===== src/design/gsa_ram.sv =====
`default_nettype none

module gsa_ram #(
  parameter int unsigned DEPTH = 256,
  parameter int unsigned WIDTH = 8
) (
  input  wire logic                     clk_i,
  input  wire logic                     wr_en_i,
  input  wire logic [$clog2(DEPTH)-1:0] wr_addr_i,
  input  wire logic [WIDTH-1:0]         wr_data_i,
  input  wire logic                     rd_en_i,
  input  wire logic [$clog2(DEPTH)-1:0] rd_addr_i,
  output logic      [WIDTH-1:0]         rd_data_o
);

  logic [WIDTH-1:0] mem_q [DEPTH];
  logic [WIDTH-1:0] rd_data_q;

  // Write port.
  always_ff @(posedge clk_i) begin
    if (wr_en_i) begin
      mem_q[wr_addr_i] <= wr_data_i;
    end
  end

  // Registered read port; the data holds while no read is enabled.
  always_ff @(posedge clk_i) begin
    if (rd_en_i) begin
      rd_data_q <= mem_q[rd_addr_i];
    end
  end

  assign rd_data_o = rd_data_q;

endmodule

`default_nettype wire


===== config.mk =====
export PLATFORM = sky130hd
export DESIGN_NAME = gsa_ram
export DESIGN_NICKNAME = d
export VERILOG_FILES = /design/src/design/gsa_ram.sv
export SDC_FILE = /design/constraint.sdc
export NUM_CORES = 2
export LEC_CHECK = 0
export ABC_AREA = 1
export BUFFER_PORTS_ARGS = -buffer_cell sky130_fd_sc_hd__clkbuf_2
export CAP_MARGIN = 20
export CORE_MARGIN = 5
export CORE_UTILIZATION = 53
export CTS_CLUSTER_DIAMETER = 150
export DETAILED_ROUTE_END_ITERATION = 6
export PLACE_DENSITY = 0.71
export SLEW_MARGIN = 20
export SYNTH_ARGS = -nofsm -noshare
export SYNTH_HDL_FRONTEND = slang
export SYNTH_SLANG_ARGS = --single-unit

===== constraint.sdc =====
create_clock -name clk_i -period 2.1 [get_ports clk_i]
set_input_delay 0.63 -clock clk_i [delete_from_list [all_inputs] [get_ports clk_i]]
set_output_delay 0.63 -clock clk_i [all_outputs]
set_load 0.01 [all_outputs]

Word level (Yosys, flattened, before mapping):

Memory sizes are Yosys's and may differ from the RTL's. A register that Yosys moved wholly into a read port is not among the register bits.
Index checks and enable logic that the tools add are counted.

* muxes and demuxes: 2

Operators by type and width (count)
* $mux W1: 2

* register bits: 0
* bits in writable memories: 2048
* input bits: 27
* output and inout port bits: 8
* word-level logic and storage cells: 3
* memories kept: 1

Memories
* mem_q: depth 256, bits a word 8, rd ports 1, clocked after Yosys merged registers in 1, wr ports 1, RTL line 16 `logic [WIDTH-1:0] mem_q [DEPTH];`

Longest topological paths before layout:

* word-level depth: 2
* gate-level depth with buffers: 15
* mapped depth without buffers: 11

Least setup slack after synthesis:

Ideal clock, no wire load.

* path kind: input -> register
* start: input wr_en_i
* end: memory mem_q[162][0] (enable)
* arrival: 1.751 ns
* required time: 1.730 ns
* setup slack: -0.021 ns
* stages on the path: 4
* cells stage by stage: clkbuf_1 nand3_1 clkbuf_1 nor2_1

* longest elaborated chain between the ends: 2

Ends and longest elaborated chain
* from (decl): RTL line 8 `input wire logic wr_en_i,`
* $mux W1: RTL line 21 `if (wr_en_i) begin`
* $mux W1 (not written as such): RTL line 22 `mem_q[wr_addr_i] <= wr_data_i;`
* to (decl): RTL line 16

Every way passes these cells.

Final worst setup path:

* start: register rd_data_q[0] (netlist: rd_data_o[0]) (read register of mem_q)
* end: output rd_data_o[0]

RTL lines
* from (decl): RTL line 17 `logic [WIDTH-1:0] rd_data_q;`
* to (decl): RTL line 13 `output logic [WIDTH-1:0] rd_data_o`

No word-level cell between the ends.

==> results.sh <==
export IMPL_status="finished with violations"
export IMPL_violations="setup timing"
export IMPL_grt_setup_unrepaired="yes"
export IMPL_cp_start_kind="flip-flop"
export IMPL_net_switching_power_w=0.0191
export IMPL_die_area_um2=166000
export IMPL_worstPathCellList="buf_2"
export IMPL_path_delay_family="flip-flops"
export IMPL_synth_area_leaders="edfxtp_1 (74%), nand3_1 (12%), nand2_1 (9.5%)"
export IMPL_area_growth_pct=17.4
export IMPL_clkPwrFrac_pct=39.6
export IMPL_synth_edff_count=2056
export IMPL_cts_hold_buffers=0
export IMPL_fmax_mhz=440
export IMPL_use_met3_pct=5.83
export IMPL_synth_area_per_cell_um2=11.9
export IMPL_synth_nets=7030
export IMPL_end_kind="output port"
export IMPL_die_y_um=407
export IMPL_overflow=0
export IMPL_cts_made_buffers=193
export IMPL_hold_end="mem_q[120][5]$_DFFE_PP_"
export IMPL_place_gp_congestion=0.917
export IMPL_grt_pass1_vias=56000
export IMPL_post_drt_wl_per_cell_um=23.8
export IMPL_synth_common_cells="nand2_1 (2123), edfxtp_1 (2056), nand3_1 (2019), nor2_1 (283), buf_2 (268)"
export IMPL_synthArstFlopShare_pct=0
export IMPL_synth_ff_type="edfxtp_1"
export IMPL_worstPathRequired_ns=1.47
export IMPL_critical_path_peak_fanout=1
export IMPL_port_buffers=34
export IMPL_wl_mm=232
export IMPL_ant_nets=0
export IMPL_core_area_um2=156000
export IMPL_drt_iter0_markers=8226
export IMPL_syn_inst=7003
export IMPL_fin_ws_ns=-0.173
export IMPL_dp_hpwl_mm=146
export IMPL_min_period_ns=2.27
export IMPL_switching_share_pct=22.5
export IMPL_grt_start_max_net_pins=78
export IMPL_clock_sinks=2056
export IMPL_final_hold_viol_count=0
export IMPL_hp_start="wr_data_i[5]"
export IMPL_layout_nets=7550
export IMPL_skew_ns=0.0287
export IMPL_yosys_warnings=0
export IMPL_critPathArrivalTime_ns=1.64
export IMPL_grt_use_total_pct=27.9
export IMPL_combPwrFrac_pct=7.0
export IMPL_power_density_nw_per_um2=866
export IMPL_die_w_um=407
export IMPL_start_util_pct=53.4
export IMPL_cp_slowest_cell="edfxtp_1"
export IMPL_yosys_area_top_type="edfxtp_1"
export IMPL_cts_buffer_depth=3
export IMPL_regArea_um2=61700
export IMPL_pin_count=35
export IMPL_hp_class="input port to flip-flop"
export IMPL_dr_pass1_iters=7
export IMPL_cts_tree="yes"
export IMPL_multi_input_area_um2=19200
export IMPL_tns_ns=-0.724
export IMPL_reg2reg_from="mem_q[202][1]$_DFFE_PP_"
export IMPL_critical_path_max_stage_delay_ns=0.60
export IMPL_vdd_drop_max_v=0.000673
export IMPL_yosysTopAreaCellShare_pct=74.0
export IMPL_use_met2_pct=43.6
export IMPL_vias=58000
export IMPL_min_path_cells=1
export IMPL_yosysUniqueCellTypes=13
export IMPL_seqPwrFrac_pct=53.4
export IMPL_met1_usage_pct=38.8
export IMPL_ys_seq_area_share_pct=74.0
export IMPL_path_clk_slew_ns=0.06
export IMPL_yosysMostFrequentCell="nand2_1"
export IMPL_antenna_found_initial=9
export IMPL_syn_cell_area_um2=83500
export IMPL_grt_first_pass_wirelength_mm=345
export IMPL_fill_cells=11400
export IMPL_root_buffer="clkbuf_16"
export IMPL_cellLeakagePower_nw=35.5
export IMPL_ys_seq_elements=2056
export IMPL_r2r_slack_ns=0.12
export IMPL_slew_viol_final=0
export IMPL_p_int_w=0.0658
export IMPL_cap_violations=0
export IMPL_num_rows=145
export IMPL_worst_pin_slew_ns=0.772
export IMPL_relSlewSlack_pct=48.5
export IMPL_fin_crit_sh_pct=108
export IMPL_crit_buf_inv=1
export IMPL_drc_errors=0
export IMPL_busiest_layer="met2"
export IMPL_drive_above_1_share_pct=14.3
export IMPL_fin_total_pwr_w=0.0849
export IMPL_finalSetupViolCount=8
export IMPL_reg2reg_depth=10
export IMPL_vias_per_cell=5.95
export IMPL_worstReg2RegEnd="rd_data_o[1]$_DFFE_PP_"
export IMPL_clock_latency_ns=0.84
export IMPL_critPathKind="flip-flop to output port"
export IMPL_cts_max_level=4
==> kinds of logic after synthesis <==
logic type / count (synthesis) / synth area share, %
flops: 2056 / 74.0
simple gates: 4425 / 22.9
buf+inv: 522 / 3.12
==> layout by cell type, fill, tap and decap left out, types with 4 or more instances in the layout <==
cell,count
edfxtp_1,2056
buf_6,4
nand3_1,2005
clkinv_8,4
buf_12,159
diode_2,4
clkbuf_2,17
bufinv_16,12
nand2_1,2123
nor2_1,283
clkbuf_16,198
buf_8,11
clkinvlp_4,6
inv_1,34
clkinv_1,47
buf_4,608
clkinv_2,45
buf_16,4
nand3_2,12
clkbuf_1,42
==> what timing repair did <==
action                                  4_1_cts  5_1_grt
endpoints found under the setup margin        7       15
endpoints found under the hold margin         0        0
gates resized for setup                       0       30
buffers inserted                              0        4
gates cloned                                  0        2
==> metrics by stage <==
stage / hold WS, ns / utilization (%) / area, um2 / std cells / setup WS, ns
2_1_floorplan: 0.729 / - / 83500 / 7003 / -0.0215
3_3_place_gp: 1.04 / 58.6 / 91700 / 9380 / -0.827
3_5_place_dp: 1.05 / 58.6 / 91700 / 9380 / -0.855
4_1_cts: 0.151 / 62.5 / 97800 / 9738 / -0.215
5_1_grt: 0.167 / 62.6 / 98000 / 9744 / -0.255
6_report: 0.206 / 62.7 / 98000 / 9748 / -0.173
==> worst max path at each step <==
| stage | slack (ns) | cells past startpoint | endpoint | from |
|---|---|---|---|---|
| finish | -0.17 | 1 | rd_data_o[0] | rd_data_o[0]$_DFFE_PP_ |
| global placement | -0.83 | 14 | rd_data_o[6]$_DFFE_PP_ | rd_addr_i[0] |
| CTS | -0.22 | 1 | rd_data_o[2] | rd_data_o[2]$_DFFE_PP_ |
| floorplan | -0.02 | 4 | mem_q[162][0]$_DFFE_PP_ | wr_en_i |
| global route | -0.26 | 1 | rd_data_o[0] | rd_data_o[0]$_DFFE_PP_ |
| detailed placement | -0.85 | 14 | rd_data_o[7]$_DFFE_PP_ | rd_addr_i[0] |
==> routing by layer <==
metal | wire length, um | share of wire (%)
met5 | 26 | 0.011
met4 | 9870 | 4.2
met3 | 26900 | 12
met2 | 107000 | 46
met1 | 87900 | 38
==> sequential cells by signal, indices dropped and copies added, names as in the netlist <==
name	cells
mem_q	2048
rd_data_o	8
==> power by group through the flow <==
stage                     sequential, W  combinational, W  clock, W
after floorplan                  0.0462           0.00279         0
after global placement           0.0462           0.00569         0
after detailed placement         0.0462           0.00579         0
after CTS                        0.0453           0.00583    0.0338
after global routing             0.0453           0.00638    0.0356
final                            0.0453           0.00598    0.0336
==> cell type report <==
cell class | count | share of cell area [%]
multi-input combinational | 4425 | 19.6
clock inverter | 119 | 0.978
clock buffer | 239 | 5.19
antenna | 4 | 0.0102
sequential | 2056 | 63.0
inverter | 39 | 0.194
timing repair buffer | 807 | 8.36
tap | 2058 | 2.63
timing repair inverter | 1 | 0.0115
(Power assumes the default switching activity.)
